--- src/rtl/core/light_sensor_window_statistics_top_defines.svh ---
// Assertion macros for the light sensor window statistics RTL.
// No dependencies; included by the files that carry assertions.
`ifndef LIGHT_SENSOR_WINDOW_STATISTICS_TOP_DEFINES_SVH
`define LIGHT_SENSOR_WINDOW_STATISTICS_TOP_DEFINES_SVH
`ifndef SYNTH
`define LSWIN_ASSERT(lbl, prop, msg) \
    lbl: assert property (@(posedge i_clk) disable iff (!i_rst_n) prop) else $error(msg);
`define LSWIN_ASSERT_ALWAYS(lbl, prop, msg) \
    lbl: assert property (@(posedge i_clk) prop) else $error(msg);
`else
`define LSWIN_ASSERT(lbl, prop, msg)
`define LSWIN_ASSERT_ALWAYS(lbl, prop, msg)
`endif
`endif

--- src/rtl/core/lswin_pkg.sv ---
// Shared constants, tables and types of the light sensor window statistics block.
// No dependencies.
package lswin_pkg;

    localparam int WINDOW = 200;
    localparam int IDX_W  = $clog2(WINDOW);
    localparam int CNT_W  = $clog2(WINDOW + 1);

    localparam int LUX_W     = 15;
    localparam int SUM_W     = 23;
    localparam int DIV_NUM_W = 40;
    localparam int DIV_DEN_W = 26;
    localparam int DIV_Q_W   = 15;

    localparam logic [9:0]       FULL_SCALE = 10'd1023;
    localparam logic [LUX_W-1:0] PCT_SCALE  = 15'd25600;
    localparam logic [3:0]       TAB_LAST   = 4'd8;

    typedef enum logic [0:0] {
        CFG_SENSE_CHANNEL = 1'b0,
        CFG_FIXED_OHMS    = 1'b1
    } t_cfg_idx;

    typedef struct packed {
        logic [9:0] sample;
    } t_smp;

    typedef struct packed {
        logic                 start;
        logic [DIV_NUM_W-1:0] dividend;
        logic [DIV_DEN_W-1:0] divisor;
    } t_div_req;

    typedef struct packed {
        logic               done;
        logic [DIV_Q_W-1:0] quot;
    } t_div_rsp;

    // resistance breakpoints in ohms, falling
    function automatic logic [16:0] res_at(input logic [3:0] idx);
        logic [16:0] r;
        case (idx)
            4'd0:    r = 17'd92000;
            4'd1:    r = 17'd41000;
            4'd2:    r = 17'd24000;
            4'd3:    r = 17'd16000;
            4'd4:    r = 17'd10000;
            4'd5:    r = 17'd7000;
            4'd6:    r = 17'd5000;
            4'd7:    r = 17'd1000;
            default: r = 17'd500;
        endcase
        return r;
    endfunction

    // lux in Q7.8 at each breakpoint
    function automatic logic [LUX_W-1:0] lux_at(input logic [3:0] idx);
        logic [LUX_W-1:0] l;
        case (idx)
            4'd0:    l = 15'd128;
            4'd1:    l = 15'd256;
            4'd2:    l = 15'd768;
            4'd3:    l = 15'd1536;
            4'd4:    l = 15'd2560;
            4'd5:    l = 15'd3840;
            4'd6:    l = 15'd8960;
            4'd7:    l = 15'd20480;
            default: l = 15'd25600;
        endcase
        return l;
    endfunction

endpackage

--- src/rtl/core/lswin_div.sv ---
// Restoring divider, one quotient bit per cycle, shared by all divisions.
// Depends on lswin_pkg.
module lswin_div (
    input  logic                 i_clk,
    input  logic                 i_rst_n,
    input  lswin_pkg::t_div_req  i_req,
    output lswin_pkg::t_div_rsp  o_rsp
);

    logic [lswin_pkg::DIV_NUM_W-1:0] r_rem;
    logic [lswin_pkg::DIV_NUM_W-1:0] r_dsh;
    logic [lswin_pkg::DIV_Q_W-1:0]   r_q;
    logic [3:0]                      r_cnt;
    logic                            r_busy;
    logic                            r_done;
    logic                            w_ge;

    assign w_ge        = (r_rem >= r_dsh);
    assign o_rsp.done  = r_done;
    assign o_rsp.quot  = r_q;

    always_ff @(posedge i_clk) begin
        if (!i_rst_n) begin
            r_busy <= 1'b0;
            r_done <= 1'b0;
        end else begin
            r_done <= r_busy && !i_req.start && (r_cnt == 4'd0);
            if (i_req.start) begin
                r_rem  <= i_req.dividend;
                r_dsh  <= lswin_pkg::DIV_NUM_W'({i_req.divisor, 14'd0});
                r_cnt  <= 4'(lswin_pkg::DIV_Q_W - 1);
                r_busy <= 1'b1;
            end else if (r_busy) begin
                if (w_ge) r_rem <= r_rem - r_dsh;
                r_q   <= {r_q[lswin_pkg::DIV_Q_W-2:0], w_ge};
                r_dsh <= r_dsh >> 1;
                r_cnt <= r_cnt - 4'd1;
                if (r_cnt == 4'd0) begin
                    r_busy <= 1'b0;
                end
            end
        end
    end

endmodule

--- config.mk ---
export PLATFORM = sky130hd
export DESIGN_NAME = lswin_div
export DESIGN_NICKNAME = d
export VERILOG_FILES = /design/src/rtl/core/light_sensor_window_statistics_top_defines.svh /design/src/rtl/core/lswin_pkg.sv /design/src/rtl/core/lswin_div.sv
export SDC_FILE = /design/constraint.sdc
export NUM_CORES = 1
export LEC_CHECK = 0
export BUFFER_PORTS_ARGS = -buffer_cell sky130_fd_sc_hd__buf_2
export CORE_MARGIN = 2
export CORE_UTILIZATION = 35
export DETAILED_ROUTE_END_ITERATION = 10
export PLACE_DENSITY = 0.51
export REMOVE_ABC_BUFFERS = 1
export SYNTH_ARGS = -nofsm -noshare
export SYNTH_HDL_FRONTEND = slang
export SYNTH_SLANG_ARGS = --single-unit
--- constraint.sdc ---
create_clock -name i_clk -period 9.8 [get_ports i_clk]
set_clock_uncertainty 0.2 [all_clocks]
set_input_delay 1.47 -clock i_clk [delete_from_list [all_inputs] [get_ports i_clk]]
set_output_delay 1.47 -clock i_clk [all_outputs]
set_load 0.01 [all_outputs]
# Yosys cells after proc, flatten, opt, wreduce, memory -nomap -nowiden
# Cells that the tools add are included.
# word_totals
word_cells	29
input_bits	69
register_bits	101
# classes
n_reduce_logical	9
magnitude_cmp	1
n_bitwise	1
n_addsub	2
muxes	9
# ops
operator	n
$mux W40	5
$ge A40 B40 Y1	1
$sub A40 B40 Y40	1
$reduce_and A3 Y1	2
$logic_not A4 Y1	1
$mux W4	1
$reduce_bool A2 Y1	2
$sub A4 B1 Y4 const B	1
$mux W1	3
$logic_and A1 B1 Y1	2
$reduce_and A2 Y1	1
$logic_not A1 Y1	1
$not A1 Y1	1

# Longest topological paths before layout
# Gate-level depths: netlist of the first run.
# logic_depth
word_depth	4
mapped_depth	11
depth_no_buf	11

# Worst setup path before layout of the first run
# OpenSTA, ideal clock, no wires.
# synth_timing
path_kind	input to register
start	in i_req[66] (netlist name)
end	reg r_rem[0] (netlist name) (enable)
setup_time_ps	404
required_time_ps	9196
path_stages	4
path_slack_ps	4904
t_arrival_ps	4292
cell_sequence	clkbuf_1 clkbuf_1 o21a_1 o31a_1
# synth_between
elab_chain_len	2
# synth_lines
element	line	text
start, declared	lswin_div.sv:6	input lswin_pkg::t_div_req i_req,
$reduce_bool A2 Y1 (no line)	-	
$reduce_and A3 Y1 (no line) (*)	-	
end signal, assigned	lswin_div.sv:29	r_rem <= i_req.dividend;
end signal, assigned	lswin_div.sv:34	if (w_ge) r_rem <= r_rem - r_dsh;
end, declared	lswin_div.sv:10	logic [lswin_pkg::DIV_NUM_W-1:0] r_rem;
# Mark *: on every way between the ends. The rest lies on a longest branch, timed or not.
# A chain may end at the register's enable or synchronous reset.

# Final worst setup path of the first run
# layout_timing
start	reg r_dsh[0] (netlist name)
end	reg r_rem[23] (netlist name) (enable)
# layout_between
elab_chain_len	3
# layout_lines
element	line	text
start, declared	lswin_div.sv:11	logic [lswin_pkg::DIV_NUM_W-1:0] r_dsh;
start signal, assigned	lswin_div.sv:30	r_dsh <= lswin_pkg::DIV_NUM_W'({i_req.divisor, 14'd0});
start signal, assigned	lswin_div.sv:36	r_dsh <= r_dsh >> 1;
$ge A40 B40 Y1	lswin_div.sv:18	assign w_ge = (r_rem >= r_dsh);
$reduce_bool A2 Y1 (no line)	-	
$reduce_and A3 Y1 (no line)	-	
# No other way between the ends.

==> run summary, run 1 <==
Setup slack of the most critical reg-to-reg path = 5.83 ns
Vias/cell = 5.22
Standard cell core area = 18,000 um^2
Max-slew violations = 0
Critical Path Source Type = flop
Via count = 5,190
Result of the run = completed
Synthesis-stage register bit count = 101
Number of post-CTS setup repair buffers = 0
Cell with the largest stage delay on the worst path = o31a_2
Highest clock frequency the design can meet = 252 MHz
Clock tree sinks = 101
Overall track demand over capacity in global routing = 16.2%
Number of different library cells in the post-synthesis netlist = 60
Weighted congestion at the end of routability-driven global placement = 0.903
Nets@finish = 871
Drt initial violations = 386
Count of antenna diodes in the layout = 0
Average instance area after synthesis = 9.28 um^2
Gate count after technology mapping = 691
Hold Fails Final Rpt = 0
Cell type group with the largest total delay on the critical path = compound AO/OA/AOI/OAI gates
Depth of the worst register-to-register path = 10
Site row count = 49
Worst path cell trace = ha_1 -> fa_1 -> nor2b_1 -> o31ai_1 -> a211oi_1 -> o31ai_1 -> a21boi_0 -> o21ai_0 -> a21oi_1 -> o31a_2
Worst hold start = r_q[9]
Number of search-and-repair iterations in the first detailed-routing pass = 5
Starting utilization of the core area = 35.7%
Post-synthesis sequential area ratio = 47.0%
Data arrival time of the critical path = 3.74 ns
Cts repair resizes = 0
Post-synthesis cell area = 6410 um^2
Count of flip-flops with a built-in enable after synthesis = 99
Number of top-level pins = 85
Relative max-transition margin = 20.5%
CTS Buf Count = 9
Reg-to-reg critical path endpoint = r_rem[23]
Crit-path most repeated cell = o31ai_1
Die width = 139 um
Number of endpoints failing setup at the final stage = 0
Via count of the first global-routing pass = 5,039
Total power = 1.23 mW
Area delta synth->final = 14.7%
Crit path time final = 3.97 ns
CTS H-Tree Depth = 3
WL final = 15,600 um
Crit path kind = flop to flop
Xor and xnor area share after synthesis = 4.37%
Bufs on Longest Clock Path = 2
Transition time at the pin with the least slew margin = 1.19 ns
Static leakage = 2.97 nW
Detail-routed net length per standard cell = 15.7 um
Path type of the worst min-delay path = flop to flop
Max capacitance violation total = 0
Total power density per cell area = 167 nW/um^2
Ratio of cells with drive above 1 in the final layout = 14.9%
Most used DFF post-synth = edfxtp_1
Max rail drop VDD = 93.0 uV
Simple-gate share of the synthesized area = 15.6%
Number of buffers inserted for hold repair after clock tree synthesis = 0
Overall die height = 139 um
RSZ-0062 raised after global routing = false
Period utilization = 40.5%
Post-DP HPWL = 11,600 um
DRC violations left = 0
Number of buffers and inverters on the critical path = 0
Worst min-delay path endpoint = r_q[10]
TNS Setup = 0 ns
Routed Antenna Nets = 0
Synth Warn # = 0
Share of the synthesized area in compound gates (AO/OA/AOI/OAI) = 19.5%
Worst-skew pair later-pin latency = 0.36 ns
Required time of the critical path = 9.57 ns
Global-route wire length before repair = 25,700 um
Adder and majority gate portion of the synthesized area = 8.31%
Die area = 19,400 um^2
Residual overflow from global routing = 0
Post-CTS clock slew at the launch and capture registers of the worst setup and hold paths = 0.08 ns
Async SR Flop Fraction = 0%
Maximum number of pins on one net before global-route repair = 79
Initial antenna violation count = 0
Largest family of logic cells by synthesized area = compound AO/OA/AOI/OAI gates
Delay of the slowest cell on the worst path = 0.92 ns
Crit. End Element = flop
CTS root buf = clkbuf_16
Worst-path maximum fanout = 40
Port Buffers = 84
Reg-to-reg startpoint = r_dsh[0]
Worst Hold Path Cells = 0
Mux contribution to synthesized area = 0.176%
Clock tree from TritonCTS = done
stage by stage:
step | hold slack [ns] | setup WS, ns | area (um^2) | instances | utilization, %
detailed placement | 0.233 | 5.41 | 7020 | 978 | 39.1
CTS | 0.255 | 5.79 | 7350 | 994 | 40.9
global route | 0.264 | 5.47 | 7350 | 994 | 40.9
floorplan | 0.244 | 5.43 | 6300 | 663 | -
finish | 0.255 | 5.83 | 7350 | 994 | 40.9
global placement | 0.236 | 5.44 | 7020 | 978 | 39.1
cell families after synthesis:
kind of cell    after synthesis
mux                           1
xor+xnor                     32
flops                       101
buf+inv                      84
simple gates                224
fa+ha+maj                    42
compound gates              207
worst max path at each step:
stage	startpoint	end	slack (ns)	cells past startpoint
final	r_dsh[0]	r_rem[23]	5.83	10
after global routing	r_dsh[0]	r_rem[27]	5.47	10
after CTS	i_req[66]	r_rem[22]	5.79	3
after detailed placement	i_req[66]	r_rem[27]	5.41	3
after global placement	i_req[66]	r_rem[26]	5.44	3
after floorplan	i_req[66]	r_rem[0]	5.43	2
power breakdown:
group          switching, mW  internal, mW  leakage [nW]
clock                  0.184         0.208         0.160
combinational          0.193         0.119          1.86
sequential           0.00870         0.515         0.952
cell type report:
type | count | area (um^2)
multi-input cells | 506 | 3080
well taps | 229 | 287
clock inverters | 7 | 103
clock buffers | 9 | 225
fillers | 1844 | 10600
flip-flops and latches | 101 | 3010
inverters | 56 | 210
repair buffers | 86 | 438
worst reg2reg max path, cell delays in order (launching register included):
cell	delay, ns
edfxtp_1	0.37
ha_1	0.22
fa_1	0.41
nor2b_1	0.17
o31ai_1	0.14
a211oi_1	0.45
o31ai_1	0.18
a21boi_0	0.20
o21ai_0	0.10
a21oi_1	0.22
o31a_2	0.92
synthesized netlist by cell type, types with 3 or more instances:
master    instances  area, um^2
nor4_1            4        25.0
nor2b_1           7        43.8
a311oi_1          3        26.3
or2_2             4        25.0
inv_1            55         206
a31oi_1           4        25.0
o31ai_1           8        60.1
and3_1            3        18.8
o21ai_1           5        25.0
nand3_1          14        70.1
nand2b_1          6        37.5
o21ai_0          79         395
clkbuf_1         21        78.8
nand2_1         103         387
nor3_1           11        55.1
a21o_1           10        75.1
edfxtp_1         99        2970
buf_2             3        15.0
xnor2_1          19         166
a21oi_1          51         255
xor2_1           13         114
a211oi_1          5        37.5
ha_1             41         513
a211o_1           4        35.0
nor2_1           50         188
nand4_1          10        62.6
and2_1            3        18.8
o21a_1            9        67.6
o21bai_1          6        45.0
sequential cells by signal, summed over array words and instances (netlist names):
register,flops
r_dsh,40
r_rem,40
r_q,15
r_cnt,4
r_busy,1
r_done,1
layout by cell type (no fill, tap or decap), drive strengths merged, types with 3 or more instances in the layout:
cell type	n
a211oi	5
clkinv	4
o21a	9
nor2	50
xor2	13
inv	58
and2	3
nand4	10
ha	41
and3	3
a2111oi	3
nor4	4
or2	6
buf	86
o31ai	8
a21o	11
nor2b	7
o21ai	86
a311oi	3
nor3	11
a31oi	5
clkbuf	9
nand3	14
o21bai	6
a21oi	51
nand2	103
edfxtp	99
a211o	4
nand2b	6
xnor2	19
metal layers:
metal / wire [um] / track usage (%)
met1: 7720 / 22.8
met5: 0 / 0
met3: 601 / 2.75
met4: 184 / 4.31
met2: 7110 / 26.2
Note: power is estimated with default switching activity, not from simulation.
==> run 2, diff against run 1 <==
- ABC_AREA: unset -> 1
- PLACE_DENSITY: 0.51 -> 0.52
- clock period: 9.8 -> 3.4 ns (I/O delays scaled with it)
==> run summary, run 2 <==
Result of the run = completed
Path type of the worst min-delay path = input port to flop
Data arrival time of the critical path = 2.59 ns
Required time of the critical path = 3.22 ns
Number of search-and-repair iterations in the first detailed-routing pass = 5
Critical Path Source Type = flop
Period utilization = 81.4%
Smallest hold slack = 0.197 ns
Overall die height = 147 um
Share of total power consumed by net switching = 34.1%
Standard cell core area = 20,100 um^2
Max-slew violations = 0
Transition time at the pin with the least slew margin = 0.639 ns
Highest layer used for signal routing = met4
Max capacitance violation total = 0
Crit path time final = 2.77 ns
Wire length on met2 = 7410 um
Fillcell total = 2,169
Worst hold start = i_req[25]
Number of top-level pins = 85
Clock tree from TritonCTS = done
Clock tree sinks = 101
Register share of total power = 42.1%
Count of flip-flops with a built-in enable after synthesis = 99
Routed Antenna Nets = 0
Worst setup slack before clock tree synthesis = 0.597 ns
Maximum number of pins on one net before global-route repair = 65
Post-synthesis sequential area ratio = 42.3%
Top post-synthesis cells by area = edfxtp_1 (42%), nand2_1 (19%), inv_1 (9.4%), ha_1 (7.2%), nor2_1 (4.5%)
Synth Warn # = 0
Combinational share of power = 27.4%
Global-route wire length before repair = 29,100 um
Static leakage = 4.11 nW
Reg-to-reg startpoint = r_dsh[0]
Worst path setup slack after routing = 0.632 ns
Nets@finish = 1,178
Biggest registers after layout = r_dsh: 40 flops, r_rem: 40 flops, r_q: 15 flops
Gate count after technology mapping = 982
Hold Fails Final Rpt = 0
Die width = 147 um
Total power density per cell area = 435 nW/um^2
Overall track demand over capacity in global routing = 17.1%
Worst-path maximum fanout = 27
Number of endpoints failing setup at the final stage = 0
Post-DP HPWL = 13,800 um
Bufs on Longest Clock Path = 2
Max rail drop VDD = 220 uV
Number of different library cells in the post-synthesis netlist = 36
Relative max-transition margin = 57.4%
Net switching component of the power = 1.22 mW
Biggest area consumer among synthesized cells = edfxtp_1
RSZ-0062 raised after global routing = false
CTS root buf = clkbuf_16
Count of antenna diodes in the layout = 0
Cts repair resizes = 0
Average instance area after synthesis = 7.25 um^2
Post-synthesis cell area = 7120 um^2
Crit path kind = flop to flop
Area of combinational cells with multiple inputs = 3380 um^2
Starting utilization of the core area = 35.4%
Post-DP Area = 7880 um^2
Initial antenna violation count = 0
Most frequent cells after synthesis = nand2_1 (356), inv_1 (178), edfxtp_1 (99)
Vias/cell = 4.51
Clock share of power = 30.5%
CTS H-Tree Depth = 3
DRC violations left = 0
Post-CTS clock slew at the launch and capture registers of the worst setup and hold paths = 0.08 ns
Seq. cell area = 3010 um^2
Detail-routed net length per standard cell = 13.1 um
Ratio of cells with drive above 1 in the final layout = 13.1%
Highest clock frequency the design can meet = 361 MHz
Commonest cells after routing, fill and taps aside = nand2_1 (356), inv_1 (178), edfxtp_1 (99)
WL final = 17,600 um
Async SR Flop Fraction = 0%
Die area = 21,500 um^2
Setup crit start = r_dsh[0]
CTS Buf Count = 9
Port Buffers = 84
Area of all placed cells without fillers = 8200 um^2
Most used DFF post-synth = edfxtp_1
Met3 wire length = 722 um
Crit. End Element = flop
Via count of the first global-routing pass = 5,738
Most common library cell in the layout ignoring fill and taps = nand2_1
TNS Setup = 0 ns
Met1 Wirelength = 9290 um
Post-synth top area share = 41.8%
Weighted congestion at the end of routability-driven global placement = 0.870
Via count = 6,055
Worst-skew pair later-pin latency = 0.37 ns
Residual overflow from global routing = 0
Number of buffers inserted for hold repair after clock tree synthesis = 0
Internal Power = 2.35 mW
Drt initial violations = 370
Dominant cell by count in the synthesized netlist = nand2_1
Total power = 3.57 mW
Synthesis-stage register bit count = 101
Site row count = 52
Number of post-CTS setup repair buffers = 0
Area delta synth->final = 15.1%
run 2: area by class of cell:
type	count	share of cell area (%)
repair buffers	91	5.80
inverters	181	8.29
flip-flops and latches	101	36.8
clock inverters	7	1.08
multi-input cells	683	41.2
clock buffers	9	2.75
well taps	270	4.12
run 2: power by group through the flow:
stage          sequential [mW]  combinational [mW]  clock, mW
2_1_floorplan             1.53               0.692          0
3_3_place_gp              1.53               0.978          0
3_5_place_dp              1.53               0.982          0
4_1_cts                   1.50               0.987       1.11
5_1_grt                   1.51                1.13       1.15
6_report                  1.50               0.979       1.09
run 2: per-stage QoR:
stage	utilization (%)	instances
floorplan	-	965
global placement	39.2	1326
detailed placement	39.2	1326
CTS	40.8	1342
global route	40.8	1342
finish	40.8	1342
run 2: per-layer routing:
layer	vias up	global-route usage (%)
met5	-	0
met4	0	4.85
met3	14	2.31
met2	120	25.9
met1	2666	25.3
li1	3255	-
run 2: cells by family after synthesis:
group,after synthesis,share of synthesized area [%]
AOI/OAI and AO/OA,88,6.61
xor gates and xnor gates,12,1.48
adders and majority gates,42,7.49
buffers and inverters,198,10.6
DFF,101,42.3
and+or+nand+nor,541,31.5
run 2: worst max-delay path: stages, from the launching register on:
cell and delay [ns]:
edfxtp_1 0.37, ha_1 0.22, fa_1 0.36, inv_1 0.13, nand3_1 0.08, nand3_1 0.15, nand2_1 0.08, nand2_2 0.10
nand3_1 0.08, nand4_1 0.11, nor2_1 0.07, nor2_4 0.09, buf_4 0.36
run 2: final timing paths:
path | to | slack, ns | depth (start not counted)
hold / removal | r_dsh[39] | 0.20 | 3
setup / recovery | r_rem[14] | 0.63 | 12
hold reg to reg | r_q[4] | 0.25 | 0
setup reg to reg | r_rem[14] | 0.63 | 12
==> run 3, diff against run 2 <==
- clock period: 3.4 -> 2.45 ns (I/O delays scaled with it)
==> run summary, run 3 (same netlist as run 2, synthesis figures left out) <==
Die area = 21,500 um^2
Path type of the worst min-delay path = input port to flop
Data arrival time of the critical path = 2.35 ns
Static leakage = 4.44 nW
Overall die height = 147 um
Number of endpoints failing setup at the final stage = 24
Worst-skew pair later-pin latency = 0.37 ns
Max capacitance violation total = 0
Required time of the critical path = 2.33 ns
Hold Fails Final Rpt = 0
Weighted congestion at the end of routability-driven global placement = 0.911
Net switching component of the power = 1.82 mW
Clock tree sinks = 101
DRC violations left = 0
CTS H-Tree Depth = 3
Worst path setup slack after routing = -0.0183 ns
Overall track demand over capacity in global routing = 17.3%
Crit path kind = flop to flop
RSZ-0062 raised after global routing = true
Crit. End Element = flop
Max rail drop VDD = 337 uV
Transition time at the pin with the least slew margin = 0.526 ns
CTS Buf Count = 9
Crit path time final = 2.47 ns
CTS root buf = clkbuf_16
Site row count = 52
Number of search-and-repair iterations in the first detailed-routing pass = 5
Global-route wire length before repair = 29,900 um
Count of antenna diodes in the layout = 0
Area delta synth->final = 30.1%
Residual overflow from global routing = 0
Highest clock frequency the design can meet = 405 MHz
Clock share of power = 27.7%
Drt initial violations = 411
Commonest cells after routing, fill and taps aside = nand2_1 (331), inv_1 (168), edfxtp_1 (99)
Maximum number of pins on one net before global-route repair = 128
Fillcell total = 2,046
Register share of total power = 39.3%
Standard cell core area = 20,100 um^2
Via count of the first global-routing pass = 5,976
Final Util = 46.1%
Port Buffers = 84
Smallest hold slack = 0.0629 ns
Bufs on Longest Clock Path = 2
Relative max-transition margin = 64.9%
Most common library cell in the layout ignoring fill and taps = nand2_1
Result of the run = finished with violations
Worst setup slack before clock tree synthesis = -0.0607 ns
Routed Antenna Nets = 0
Initial antenna violation count = 0
Worst-path maximum fanout = 8
Ratio of cells with drive above 1 in the final layout = 25.3%
Critical Path Source Type = flop
Failing checks = negative setup slack
Share of total power consumed by net switching = 33.9%
Detail-routed net length per standard cell = 13.6 um
Number of top-level pins = 85
Nets@finish = 1,227
Via count = 6,312
Combinational share of power = 33.0%
Number of buffers inserted for hold repair after clock tree synthesis = 0
Post-DP HPWL = 14,200 um
Period utilization = 101%
Post-CTS clock slew at the launch and capture registers of the worst setup and hold paths = 0.08 ns
Internal Power = 3.54 mW
Total power density per cell area = 579 nW/um^2
Clock tree from TritonCTS = done
Max-slew violations = 0
Die width = 147 um
Vias/cell = 4.54
Biggest registers after layout = r_dsh: 40 flops, r_rem: 40 flops, r_q: 15 flops
Starting utilization of the core area = 35.4%
WL final = 18,900 um
-- run 3: changes by cell type in the layout (fill, tap and decap cells not counted), sizes merged --
cell,before,now
clkinv,6,5
clkbuf,9,13
buf,91,136
inv,182,183
-- run 3: timing repair --
item	in CTS	in global routing
setup endpoints to repair	40	57
pin swaps	0	22
buffers inserted	0	9
resized for setup	14	99
cloned	0	6
-- run 3: stage by stage --
step / cell area (um^2) / setup TNS (ns) / power [mW] / instances
after floorplan: 7050 / -188.05 / 3.09 / 965
after global placement: 8180 / -0.266 / 3.61 / 1360
after detailed placement: 8180 / -2.38 / 3.62 / 1360
after CTS: 8580 / 0 / 5.15 / 1376
after global routing: 9260 / -5.16 / 5.69 / 1391
final: 9260 / -0.275 / 5.36 / 1391
-- run 3: power by group through the flow --
stage               sequential [mW]  combinational [mW]  clock [mW]
floorplan                      2.13               0.961           0
global placement               2.12                1.49           0
detailed placement             2.12                1.49           0
CTS                            2.09                1.53        1.53
global route                   2.12                1.99        1.58
finish                         2.11                1.77        1.49
-- run 3: final timing paths --
check	cells after the start	from	to	slack [ns]
worst min register to register	0	r_q[9]	r_q[10]	0.25
worst max-delay path	11	r_rem[30]	r_rem[37]	-0.02
worst min-delay path	3	i_req[25]	r_dsh[39]	0.06
worst max register to register	11	r_rem[30]	r_rem[37]	-0.02
-- run 3: per-layer routing --
metal,share of wire [%],global-route usage (%),vias up
met3,4.3,2.63,12
met2,44,27.2,122
met1,51,25.5,2821
met4,1.1,3.50,0
met5,0,0,-
li1,-,-,3357
-- run 3: final cells by class --
| type | count | area [um^2] | share of cell area [%] |
|---|---|---|---|
| clock inverters | 7 | 86.3 | 0.932 |
| flip-flops and latches | 101 | 3010 | 32.5 |
| multi-input cells | 683 | 3950 | 42.6 |
| clock buffers | 9 | 225 | 2.43 |
| well taps | 270 | 338 | 3.65 |
| inverters | 181 | 679 | 7.34 |
| repair buffers | 140 | 971 | 10.5 |
-- run 3: worst max-delay path: stages, from the launching register on --
cell	delay, ns
edfxtp_1	0.42
ha_4	0.31
nand2_1	0.11
nor2_2	0.17
nand2_2	0.09
nor2_2	0.13
nand3_1	0.08
nand4_1	0.13
nor2_2	0.07
nor2_4	0.15
buf_12	0.18
buf_6	0.16
