[config.mk]
export PLATFORM = sky130hd
export DESIGN_NAME = lswin_front
export DESIGN_NICKNAME = d
export VERILOG_FILES = /design/src/rtl/core/light_sensor_window_statistics_top_defines.svh /design/src/rtl/core/lswin_pkg.sv /design/src/rtl/core/lswin_front.sv
export SDC_FILE = /design/constraint.sdc
export NUM_CORES = 1
export LEC_CHECK = 0
export BUFFER_PORTS_ARGS = -buffer_cell sky130_fd_sc_hd__buf_2
export CAP_MARGIN = 20
export CORE_ASPECT_RATIO = 1.2
export CORE_MARGIN = 2
export CORE_UTILIZATION = 40
export CTS_BUF_LIST = sky130_fd_sc_hd__clkbuf_2 sky130_fd_sc_hd__clkbuf_4 sky130_fd_sc_hd__clkbuf_8
export DETAILED_ROUTE_END_ITERATION = 7
export GPL_TIMING_DRIVEN = 0
export PLACE_DENSITY = 0.68
export RECOVER_POWER = 25
export REMOVE_ABC_BUFFERS = 1
export SETUP_SLACK_MARGIN = 0.05
export SYNTH_ARGS = -nofsm -noshare
export SYNTH_HDL_FRONTEND = slang
export SYNTH_SLANG_ARGS = --single-unit
[constraint.sdc]
create_clock -name i_clk -period 1.5 [get_ports i_clk]
set_input_delay 0.075 -clock i_clk [delete_from_list [all_inputs] [get_ports i_clk]]
set_output_delay 0.075 -clock i_clk [all_outputs]
set_load 0.01 [all_outputs]
[src/rtl/core/light_sensor_window_statistics_top_defines.svh]
// Assertion macros for the light sensor window statistics RTL.
// No dependencies; included by the files that carry assertions.
`ifndef LIGHT_SENSOR_WINDOW_STATISTICS_TOP_DEFINES_SVH
`define LIGHT_SENSOR_WINDOW_STATISTICS_TOP_DEFINES_SVH
`ifndef SYNTH
`define LSWIN_ASSERT(lbl, prop, msg) \
    lbl: assert property (@(posedge i_clk) disable iff (!i_rst_n) prop) else $error(msg);
`define LSWIN_ASSERT_ALWAYS(lbl, prop, msg) \
    lbl: assert property (@(posedge i_clk) prop) else $error(msg);
`else
`define LSWIN_ASSERT(lbl, prop, msg)
`define LSWIN_ASSERT_ALWAYS(lbl, prop, msg)
`endif
`endif

[src/rtl/core/lswin_pkg.sv]
// Shared constants, tables and types of the light sensor window statistics block.
// No dependencies.
package lswin_pkg;

    localparam int WINDOW = 200;
    localparam int IDX_W  = $clog2(WINDOW);
    localparam int CNT_W  = $clog2(WINDOW + 1);

    localparam int LUX_W     = 15;
    localparam int SUM_W     = 23;
    localparam int DIV_NUM_W = 40;
    localparam int DIV_DEN_W = 26;
    localparam int DIV_Q_W   = 15;

    localparam logic [9:0]       FULL_SCALE = 10'd1023;
    localparam logic [LUX_W-1:0] PCT_SCALE  = 15'd25600;
    localparam logic [3:0]       TAB_LAST   = 4'd8;

    typedef enum logic [0:0] {
        CFG_SENSE_CHANNEL = 1'b0,
        CFG_FIXED_OHMS    = 1'b1
    } t_cfg_idx;

    typedef struct packed {
        logic [9:0] sample;
    } t_smp;

    typedef struct packed {
        logic                 start;
        logic [DIV_NUM_W-1:0] dividend;
        logic [DIV_DEN_W-1:0] divisor;
    } t_div_req;

    typedef struct packed {
        logic               done;
        logic [DIV_Q_W-1:0] quot;
    } t_div_rsp;

    // resistance breakpoints in ohms, falling
    function automatic logic [16:0] res_at(input logic [3:0] idx);
        logic [16:0] r;
        case (idx)
            4'd0:    r = 17'd92000;
            4'd1:    r = 17'd41000;
            4'd2:    r = 17'd24000;
            4'd3:    r = 17'd16000;
            4'd4:    r = 17'd10000;
            4'd5:    r = 17'd7000;
            4'd6:    r = 17'd5000;
            4'd7:    r = 17'd1000;
            default: r = 17'd500;
        endcase
        return r;
    endfunction

    // lux in Q7.8 at each breakpoint
    function automatic logic [LUX_W-1:0] lux_at(input logic [3:0] idx);
        logic [LUX_W-1:0] l;
        case (idx)
            4'd0:    l = 15'd128;
            4'd1:    l = 15'd256;
            4'd2:    l = 15'd768;
            4'd3:    l = 15'd1536;
            4'd4:    l = 15'd2560;
            4'd5:    l = 15'd3840;
            4'd6:    l = 15'd8960;
            4'd7:    l = 15'd20480;
            default: l = 15'd25600;
        endcase
        return l;
    endfunction

endpackage

[src/rtl/core/lswin_front.sv]
// Front end: accepts samples, drops other channels, queues the rest (two deep).
// Depends on lswin_pkg.
module lswin_front (
    input  logic              i_clk,
    input  logic              i_rst_n,
    input  logic              i_valid,
    output logic              o_stall,
    input  logic [3:0]        i_channel,
    input  logic [9:0]        i_adc_sample,
    input  logic [3:0]        i_sense_channel,
    output logic              o_q_vld,
    output lswin_pkg::t_smp   o_q_data,
    input  logic              i_q_pop
);

    lswin_pkg::t_smp r_buf [0:1];
    logic            r_wp;
    logic            r_rp;
    logic [1:0]      r_cnt;
    logic            w_push;
    logic            w_pop;

    assign o_stall  = (r_cnt == 2'd2);
    assign w_push   = i_valid && !o_stall && (i_channel == i_sense_channel);
    assign w_pop    = i_q_pop && (r_cnt != 2'd0);
    assign o_q_vld  = (r_cnt != 2'd0);
    assign o_q_data = r_buf[r_rp];

    always_ff @(posedge i_clk) begin
        if (w_push) begin
            r_buf[r_wp].sample <= i_adc_sample;
        end
        if (!i_rst_n) begin
            r_wp  <= 1'b0;
            r_rp  <= 1'b0;
            r_cnt <= 2'd0;
        end else begin
            if (w_push) r_wp <= ~r_wp;
            if (w_pop)  r_rp <= ~r_rp;
            r_cnt <= r_cnt + {1'b0, w_push} - {1'b0, w_pop};
        end
    end

endmodule

## Yosys cells after proc, flatten, opt, wreduce, memory -nomap -nowiden

Memory sizes are Yosys's and may differ from the RTL's. A register that Yosys moved wholly into a read port is not among the register bits.
Cells that the tools add are included.

| storage, ports and cells | value |
|---|---|
| flip-flop bits (word level) | 4 |
| bits in writable memories | 20 |
| bits of input ports | 22 |
| output and inout bits | 12 |
| logic and storage cells | 19 |
| memories | 1 |

| cells by class | value |
|---|---|
| add/sub/neg operators | 2 |
| equal/unequal tests | 2 |
| multiplexer cells | 4 |
| bitwise gates (word level) | 2 |
| reduce and logical (&&, ||, !) cells | 5 |

Memories:

| name | depth | width | rd ports | clocked after memory_dff | write ports | line | source |
|---|---|---|---|---|---|---|---|
| r_buf | 2 | 10 | 1 | 1 | 1 | lswin_front.sv:16 | `lswin_pkg::t_smp r_buf [0:1];` |

Operator list:

| cell | number |
|---|---|
| == test 4 bit | 1 |
| 2-to-1 mux 1 bit | 4 |
| logical AND 1 bit | 3 |
| adder 2 x 1 -> 2 bit | 1 |
| == test 2 bit, second input constant | 1 |
| inverter 1 bit | 2 |
| nonzero test 2 bit | 1 |
| subtractor 2 x 1 -> 2 bit | 1 |
| logical NOT 1 bit | 1 |

## Longest topological paths before layout

Gate-level depths: netlist of run 1.

| depth | value |
|---|---|
| depth in word-level cells | 6 |
| depth in mapped cells | 9 |
| mapped depth without buffers | 9 |

## Worst setup path before layout of run 1

No wires, ideal clock.

| timing | value |
|---|---|
| path type | reg2reg |
| from | register r_cnt[1] |
| to | register r_cnt[1] |
| arrival | 1.546 ns |
| path slack | -0.161 ns |
| cell stages (with the launch flop) | 9 |
| path buffers | 0 |
| period minus slack after synthesis | 1.661 ns |
| cell sequence | dfxtp_1 -> or2_1 -> and2_4 -> ha_1 -> inv_1 -> ha_1 -> xor2_1 -> xnor2_1 -> nor2_1 |

| on the way | value |
|---|---|
| elaborated cells between the ends (all ways) | 8 |
| those cells by class | add/sub (2); eq/ne (1); reduce/logical (5) |

RTL lines:

| what | line | source |
|---|---|---|
| start, declared | lswin_front.sv:19 | `logic [1:0] r_cnt;` |
| start signal, assigned | lswin_front.sv:40 | `r_cnt <= r_cnt + {1'b0, w_push} - {1'b0, w_pop};` |
| nonzero test 2 bit | - |  |
| net o_q_vld | lswin_front.sv:11 | `output logic o_q_vld,` |
| logical AND 1 bit | lswin_front.sv:25 | `assign w_pop = i_q_pop && (r_cnt != 2'd0);` |
| net w_pop | lswin_front.sv:21 | `logic w_pop;` |
| subtractor 2 x 1 -> 2 bit | lswin_front.sv:40 |  |

The timed path passes the listed nets, and every way through them passes these cells.
A chain may end at the register's enable or synchronous reset.

## Worst setup path in the final report of run 1

| timing | value |
|---|---|
| from | register r_cnt[0] |
| to | register r_cnt[1] |

| on the way | value |
|---|---|
| elaborated cells between the ends (all ways) | 8 |
| those cells by class | add/sub (2); eq/ne (1); reduce/logical (5) |

RTL lines:

| what | line |
|---|---|
| nonzero test 2 bit | lswin_front.sv:25 |
| logical AND 1 bit | lswin_front.sv:25 |
| net w_pop | lswin_front.sv:21 |
| subtractor 2 x 1 -> 2 bit | lswin_front.sv:40 |

The timed path passes the listed nets, and every way through them passes these cells.

==> results of run 1 <==
[synth_stat cells, drive strengths merged]
cell type,count,area share (%)
nand3,1,1.0
mux2i,1,1.0
nand2,2,0.75
or2,1,0.62
xnor2,2,1.7
xor2,5,4.4
and2,2,1.5
nor2b,1,0.62
ha,2,2.5
nor2,6,2.2
dfxtp,5,10
inv,3,1.1
buf,1,0.50
mux2,10,11
edfxtp,20,60
nor3,1,1.0
[sequential cells by signal, indices dropped and copies added, names as in the netlist, named ones only]
register / count
r_cnt: 2
r_wp: 1
r_rp: 1
r_buf: 20
[worst max-delay path by stage]
stage | slack, ps | end | startpoint
4_1_cts | -160 | r_cnt[1] | r_cnt[0]
5_1_grt | -210 | r_cnt[1] | r_cnt[0]
2_1_floorplan | -160 | r_cnt[1] | r_cnt[1]
6_report | -110 | r_cnt[1] | r_cnt[0]
3_3_place_gp | -270 | r_buf[1][4] | r_cnt[1]
3_5_place_dp | -300 | r_buf[1][1] | r_cnt[1]
[power breakdown]
part	total (mW)	switching [mW]	internal, mW
combinational	0.603	0.233	0.370
clock	0.295	0.174	0.122
sequential	0.882	0.0655	0.817
total	1.78	0.472	1.31
[final cells by class]
| class | instances | area (um2) | area share [%] |
|---|---|---|---|
| repair buffers | 53 | 379 | 25.0 |
| flip-flops and latches | 25 | 709 | 46.8 |
| inverters | 3 | 11.3 | 0.743 |
| well taps | 31 | 38.8 | 2.56 |
| multi-input cells | 34 | 347 | 22.9 |
| clock buffers | 4 | 30.0 | 1.98 |
[kinds of logic after synthesis]
| kind of cell | after synthesis | share of synthesized area (%) |
|---|---|---|
| fa+ha+maj | 2 | 2.49 |
| buf+inv | 4 | 1.62 |
| simple gates | 14 | 7.73 |
| flops | 25 | 69.8 |
| xor+xnor | 7 | 6.11 |
| mux | 11 | 12.2 |
[routing by layer]
layer	part of all wire, %	up-vias	GRT usage [%]
li1	-	332	-
met1	37	312	13.4
met2	56	24	24.6
met3	6.3	0	3.05
met4	0	0	3.17
met5	0	-	0
[repair_timing]
action	4_1_cts	5_1_grt
buffers inserted	5	5
gates resized for setup	13	6
pin swaps	9	9
hold buffers	10	0
gates cloned	0	1
endpoints found under the hold margin	20	0
setup endpoints to repair	32	23
[worst register-to-register path, delay by kind of cell (launching register included)]
kind | cells | cell delay, ps
simple gates | 3 | 440
fa+ha+maj | 2 | 400
buf+inv | 1 | 40
flops | 1 | 370
xor+xnor | 2 | 270
==> summary.md, run 1 <==
| Metric | Value |
|---|---|
| Leak Pwr | 0.600 nW |
| Sum Neg Setup Slack | -115 ps |
| Slew @ Worst Pin | 180 ps |
| CTS sink cnt | 25 |
| Setup WS pre-CTS | -296 ps |
| CP max-delay cell | dfxtp_4 |
| DRC errors left | 0 |
| Synthesized area per cell | 15.9 um2 |
| Iteration-0 DRC count of the detailed router | 8 |
| Total gr overflow | 0 |
| Sequential fraction of the synthesis area | 69.8% |
| Rows | 19 |
| First-pass GRT wire length | 2820 um |
| DR vias/cell | 4.45 |
| Core area | 2330 um2 |
| Clk_skew | 2.23 ps |
| Routed wire per std cell | 11.4 um |
| Layout fillers | 200 |
| Clk_lat worst skew | 300 ps |
| Post-DRT Antenna Nets | 0 |
| Maximum clock rate | 0.619 GHz |
| Ant diodes | 0 |
| Worst R2R Path Depth | 8 |
| Starting Density | 43.1% |
| FF-to-FF setup slack | -110 ps |
| Worst r2r src | r_cnt[0] |
| Finish-stage setup viols | 1 |
| DP Wirelength | 1130 um |
| Placed cells | 126 |
| Pre-antenna DRT Iters | 2 |
| Placer congestion estimate | 0.642 |
| Post-Syn Instances | 63 |
| Vias in the first global route | 704 |
| Routed vias | 668 |
| Setup CP Type | reg -> reg |
| Crit Path Max Fanout | 3 |
| Largest net degree at the start of global routing | 14 |
| Die area | 2930 um2 |
| Max clock buf depth | 2 |
| IO Pins | 34 |
| Post-route cell area | 1520 um2 |
| WL final | 1700 um |
| Post-layout util | 65.0% |
| Reg clk slew, reported paths | 120 ps |
| Outcome | complete, but fails checks |
| Final worst slack | -115 ps |
| HP Start | i_rst_n |
| Synth unique cells | 17 |
| Unrepaired setup endpoints after global routing | yes |
| Class of the worst hold path | in -> reg |
| Critical Path RT | 1700 ps |
| Hold path depth | 2 |
| Cts bufs inserted | 3 |
| CP max stage delay | 370 ps |
| Commonest non-fill, non-tap cell in the layout | buf_2 |
| Critical path buffers and inverters | 1 |
| Root Buffer | clkbuf_4 |
| Die X | 49.7 um |
| Initial antenna violation count | 0 |
| # Max-Cap Violations | 0 |
| Hold Path End | r_cnt[0] |
| Yosys Warn Count | 0 |
| Top cell family by delay on the critical path | simple AND/OR/NAND/NOR gates |
| Critical path arrival | 1820 ps |
| Pwr Density | 1180 nW/um2 |
| Leading cell types in the layout, fill and taps excluded | buf_2, edfxtp_1, mux2_2, dlygate4sd3_1, buf_4 |
| R2R Path End | r_cnt[1] |
| Total GRT Usage | 12.6% |
| Relative slew slack | 87.9% |
| # nets final | 144 |
| Slew Viols, Final | 0 |
| H-tree levels | 1 |
| Fin cells | 150 |
| Tot Pwr | 1.78 mW |
| Most used cell, CP | ha_4 |
| CTS tree | done |
| Peak VDD IR | 0.938 mV |
| Dpl cell area | 1200 um2 |
| Fraction of layout instances using a drive strength above 1 | 55.5% |
| Die Y | 58.9 um |
| Failing checks | setup timing |
| Synth Register Bits | 25 |
| Crit start category | flop |
| Hold_ws | 43.5 ps |
| Port bufs | 33 |
| Final Hold Vio Count | 0 |
| CP Capture Type | flop |
| Final period utilization | 108% |
| Crit path depth | 8 |
| Tmin final | 1610 ps |
| Worst-path cell chain | or2_1 > and2_4 > ha_4 > inv_2 > ha_4 > xor2_2 > xnor2_1 > nor2_1 |
| Mapped Area | 1000 um2 |
| Area grow syn2layout | 51.0% |
No activity file was read; power rests on OpenSTA's default activity.
==> run 2, diff against run 1 <==
Settings changed: REMOVE_ABC_BUFFERS 1 to not set.
==> run 2 against run 1 <==
The run still ends with setup timing left; sequential power fell by 4.9%; cell count fell by 1.3%; fmax fell by 2.3%; clock skew rose by 0.64 ps; via count did not move; sequential share of layout area rose by 0.49 points; global-route usage rose by 0.21 points; die area did not move; wire length fell by 2.8%; critical path depth did not move; critical endpoint unchanged.
==> summary.md, run 2 (synthesis gave the netlist of run 1 again) <==
| Metric | Value |
|---|---|
| Outcome | complete, but fails checks |
| Failing checks | setup timing |
| Die area | 2930 um2 |
| Clk_skew | 2.87 ps |
| # Max-Cap Violations | 0 |
| Most used cell, CP | ha_4 |
| CTS sink cnt | 25 |
| CP max-delay cell | dfxtp_2 |
| DR vias/cell | 4.51 |
| Iteration-0 DRC count of the detailed router | 4 |
| Worst-path cell chain | or2_4 > and2_4 > ha_4 > inv_2 > ha_4 > xor2_2 > xnor2_1 > nor2_1 |
| Routed wire per std cell | 11.2 um |
| Critical Path RT | 1710 ps |
| Internal power | 1.30 mW |
| Pwr Density | 1200 nW/um2 |
| Clock Power Share | 16.1% |
| Ant diodes | 0 |
| Critical path arrival | 1860 ps |
| Final period utilization | 110% |
| Biggest regs | r_buf (20), r_cnt (2) |
| Peak VDD IR | 0.946 mV |
| Class of the worst hold path | in -> reg |
| Sum Neg Setup Slack | -152 ps |
| CP max stage delay | 350 ps |
| Post-DRT Antenna Nets | 0 |
| IO Pins | 34 |
| Maximum clock rate | 0.605 GHz |
| CP Capture Type | flop |
| Reg clk slew, reported paths | 120 ps |
| Commonest non-fill, non-tap cell in the layout | buf_2 |
| Cts bufs inserted | 3 |
| Fraction of layout instances using a drive strength above 1 | 57.3% |
| Routed vias | 668 |
| H-tree levels | 1 |
| Finish-stage setup viols | 1 |
| Setup CP Type | reg -> reg |
| Unrepaired setup endpoints after global routing | yes |
| Final worst slack | -152 ps |
| Post-route cell area | 1490 um2 |
| First-pass GRT wire length | 2750 um |
| Net Sw Power | 0.488 mW |
| Vias in the first global route | 698 |
| Final Hold Vio Count | 0 |
| Dpl cell area | 1240 um2 |
| DP Wirelength | 1110 um |
| Die X | 49.7 um |
| Placer congestion estimate | 0.660 |
| Tmin final | 1650 ps |
| Max FFs per register | 20 |
| Largest net degree at the start of global routing | 16 |
| Pre-antenna DRT Iters | 4 |
| Total gr overflow | 0 |
| Port bufs | 33 |
| Die Y | 58.9 um |
| Met3 Track Usage GR | 2.54% |
| Area grow syn2layout | 48.1% |
| Rows | 19 |
| DRC errors left | 0 |
| Clk_lat worst skew | 310 ps |
| Synthesized net count | 87 |
| # nets final | 142 |
| Max clock buf depth | 2 |
| Total GRT Usage | 12.8% |
| CTS tree | done |
| Leak Pwr | 0.590 nW |
| Root Buffer | clkbuf_4 |
| Top reg by flops | r_buf |
| Met2 Track Usage GR | 23.2% |
| Met1 global-route usage | 13.0% |
| Switching Fraction | 27.4% |
| Comb pwr share | 36.8% |
| Leading cell types in the layout, fill and taps excluded | buf_2, edfxtp_1, mux2_2, dlygate4sd3_1 |
| Initial antenna violation count | 0 |
| Layout fillers | 199 |
| Sequential share of power | 47.1% |
| Most Used Layer, Global Route | met2 |
| Crit start category | flop |
| Starting Density | 43.1% |
| Slew Viols, Final | 0 |
| WL final | 1660 um |
| Crit Path Max Fanout | 3 |
| Relative slew slack | 87.4% |
| Core area | 2330 um2 |
| Slew @ Worst Pin | 189 ps |
==> run 2: cell count changes in the layout (fill, tap and decap cells not counted), moves of 2 or more <==
cell and change:
clkbuf_1 -2, dfxtp_4 -2, buf_4 -2, buf_2 +2
==> run 2: layout make-up <==
class / instances / area [um2] / area share, %
flip-flops and latches: 25 / 703 / 47.3
well taps: 31 / 38.8 / 2.61
clock buffers: 3 / 22.5 / 1.52
clock inverters: 1 / 7.51 / 0.505
plain buffers: 1 / 11.3 / 0.758
inverters: 3 / 11.3 / 0.758
multi-input cells: 34 / 349 / 23.5
repair buffers: 50 / 343 / 23.1
==> run 2: final timing paths <==
kind | cells past startpoint | startpoint | to | slack (ps)
min reg2reg | 2 | r_rp | flop | 540
min | 2 | i_rst_n | r_cnt[0] | 40
max reg2reg | 8 | r_cnt[1] | r_cnt[1] | -150
max | 8 | r_cnt[1] | r_cnt[1] | -150
==> run 2: power by group through the flow <==
stage	clock, mW	combinational (mW)	sequential, mW
floorplan	0	0.363	0.848
global placement	0	0.500	0.852
detailed placement	0	0.512	0.853
CTS	0.305	0.642	0.837
global route	0.329	0.730	0.848
finish	0.288	0.657	0.839
==> run 2: what timing repair did <==
action                                  in CTS  in global routing
hold endpoints to repair                    20                  0
buffers inserted                             7                  0
endpoints found under the setup margin      32                 25
resized for setup                            9                  3
pin swaps                                   11                  0
hold buffers                                10                  0
==> run 2: worst max-delay path, delay by kind of cell (launching register included) <==
family / cells / cell delay, ps
buffers and inverters: 1 / 60
flip-flops: 1 / 350
adder cells (fa/ha/maj): 2 / 370
XOR/XNOR: 2 / 310
AND/OR/NAND/NOR: 3 / 470
==> run 2: layer usage <==
layer,wire length [um],part of all wire (%)
met4,63,3.8
met3,106,6.4
met5,0,0
met2,843,51
met1,643,39
==> run 2: metrics by stage <==
stage / utilization [%] / setup WS, ps / power (mW) / hold WS (ps) / cells
floorplan: - / -122 / 1.21 / 174 / 63
global placement: 53.1 / -307 / 1.35 / 263 / 127
detailed placement: 53.1 / -318 / 1.37 / 267 / 127
CTS: 63.5 / -134 / 1.78 / 14.7 / 148
global route: 63.8 / -235 / 1.91 / 32.3 / 148
finish: 63.8 / -152 / 1.78 / 42.1 / 148
==> run 3, diff against run 2 <==
Settings changed: CORE_UTILIZATION 40 to 46, PLACE_DENSITY 0.68 to 0.77.
==> run 3 against run 2 <==
The flow still finishes with violations (setup timing); clock-buffer cell count increased by 1; total power up 1.3%; critical path depth is the same; critical path type unchanged; critical endpoint unchanged.
==> summary.md, run 3 (synthesis gave the netlist of run 1 again) <==
| Metric | Value |
|---|---|
| Outcome | complete, but fails checks |
| Failing checks | setup timing |
| Tot Pwr | 1.81 mW |
| DRC errors left | 0 |
| Initial antenna violation count | 0 |
| Critical path arrival | 1840 ps |
| Die area | 2570 um2 |
| Routed vias | 663 |
| Max FFs per register | 20 |
| Worst R2R Path Depth | 8 |
| Tmin final | 1630 ps |
| Critical path buffers and inverters | 1 |
| Critical Path RT | 1710 ps |
| Post-DRT Antenna Nets | 0 |
| Clk_lat worst skew | 300 ps |
| Die Y | 55.2 um |
| Vias in the first global route | 658 |
| IO Pins | 34 |
| Worst-path cell chain | or2_4 > and2_4 > ha_4 > inv_2 > ha_4 > xor2_2 > xnor2_1 > nor2_1 |
| FF-to-FF setup slack | -130 ps |
| Commonest non-fill, non-tap cell in the layout | buf_2 |
| Unrepaired setup endpoints after global routing | yes |
| Placed cells | 126 |
| H-tree levels | 1 |
| DP Wirelength | 1090 um |
| Placer congestion estimate | 0.684 |
| Crit Path Max Fanout | 3 |
| Max clock buf depth | 2 |
| Pre-antenna DRT Iters | 3 |
| Pwr Density | 1230 nW/um2 |
| Peak VDD IR | 1.06 mV |
| CTS tree | done |
| Clk_skew | 6.35 ps |
| CTS sink cnt | 25 |
| Final Hold Vio Count | 0 |
| CP Capture Type | flop |
| Port bufs | 33 |
| Reg clk slew, reported paths | 120 ps |
| Routed wire per std cell | 11.1 um |
| R2R Path End | r_cnt[1] |
| Top reg by flops | r_buf |
| Cts bufs inserted | 3 |
| Class of the worst hold path | in -> reg |
| Slew @ Worst Pin | 528 ps |
| Crit start category | flop |
| Hold path depth | 2 |
| Leading cell types in the layout, fill and taps excluded | buf_2, edfxtp_1, mux2_2, dlygate4sd3_1, buf_4 |
| Total gr overflow | 0 |
| DR vias/cell | 4.51 |
| Maximum clock rate | 0.612 GHz |
| Biggest regs | r_buf (20), r_cnt (2) |
| Finish-stage setup viols | 1 |
| Sum Neg Setup Slack | -134 ps |
| Die X | 46.6 um |
| Setup CP Type | reg -> reg |
| Area grow syn2layout | 46.4% |
| Synthesized net count | 87 |
| Rows | 18 |
| Crit path depth | 8 |
| Hold Path End | r_cnt[0] |
| # nets final | 142 |
| Fraction of layout instances using a drive strength above 1 | 59.0% |
| Top cell family by delay on the critical path | simple AND/OR/NAND/NOR gates |
| Largest net degree at the start of global routing | 14 |
| Final worst slack | -134 ps |
| Total GRT Usage | 13.9% |
| Root Buffer | clkbuf_4 |
| Leak Pwr | 0.596 nW |
| First-pass GRT wire length | 2460 um |
| Slew Viols, Final | 0 |
| Relative slew slack | 64.8% |
| Starting Density | 48.4% |
| Fin cells | 147 |
| Core area | 2070 um2 |
| Most used cell, CP | ha_4 |
| WL final | 1630 um |
| CP max stage delay | 380 ps |
| Ant diodes | 0 |
| HP Start | i_rst_n |
| Iteration-0 DRC count of the detailed router | 2 |
| Post-layout util | 70.9% |
| Final period utilization | 109% |
| CP max-delay cell | dfxtp_4 |
| # Max-Cap Violations | 0 |
| Worst r2r src | r_cnt[0] |
[run 3: changes by cell type in the layout (fill, tap and decap cells not counted), sizes merged]
cell | before | now
buf | 37 | 40
clkbuf | 7 | 5
clkinvlp | 1 | 0
[run 3: stage by stage]
step	area (um2)	hold slack, ps	worst slack [ps]
6_report	1470	46.3	-134
5_1_grt	1470	36.8	-179
4_1_cts	1460	28.7	-147
3_5_place_dp	1230	267	-288
3_3_place_gp	1230	263	-264
2_1_floorplan	1030	174	-122
[run 3: worst max-delay path by stage]
stage | to | startpoint | slack [ps]
final | r_cnt[1] | r_cnt[0] | -130
after CTS | r_cnt[1] | r_cnt[0] | -150
after floorplan | r_cnt[1] | r_cnt[0] | -120
after global routing | r_cnt[1] | r_cnt[1] | -180
after global placement | r_buf[0][1] | r_cnt[1] | -260
after detailed placement | r_buf[0][8] | r_cnt[1] | -290
[run 3: worst reg2reg max path: stages (launching register included)]
cell and delay (ps):
dfxtp_4 380, or2_4 230, and2_4 150, ha_4 260
inv_2 40, ha_4 150, xor2_2 140, xnor2_1 150
nor2_1 50
[run 3: timing repair]
item | CTS | global route
hold buffers | 10 | 0
buffers inserted | 6 | 1
hold endpoints to repair | 20 | 0
resized for setup | 9 | 2
gates cloned | 0 | 0
pin swaps | 9 | 6
setup endpoints to repair | 31 | 27
[run 3: layout make-up]
type,instances,area [um2]
Fill cell,154,603
Inverter,3,11.3
Buffer,1,11.3
Timing Repair Buffer,50,329
Clock buffer,4,30.0
Tap cell,30,37.5
Multi-Input combinational cell,34,344
Sequential cell,25,706
[run 3: power by group]
group / switching (mW) / internal [mW] / total, mW / leakage (nW)
clock network: 0.173 / 0.122 / 0.294 / 0.0184
logic: 0.267 / 0.398 / 0.665 / 0.356
registers: 0.0380 / 0.810 / 0.848 / 0.222
total: 0.477 / 1.33 / 1.81 / 0.596
[run 3: layer usage]
| layer | track usage, % | up-vias | part of all wire, % |
|---|---|---|---|
| met2 | 28.7 | 27 | 55 |
| met3 | 2.92 | 2 | 5.7 |
| met5 | 0 | - | 0 |
| li1 | - | 329 | - |
| met4 | 5.56 | 0 | 0.67 |
| met1 | 12.7 | 305 | 39 |
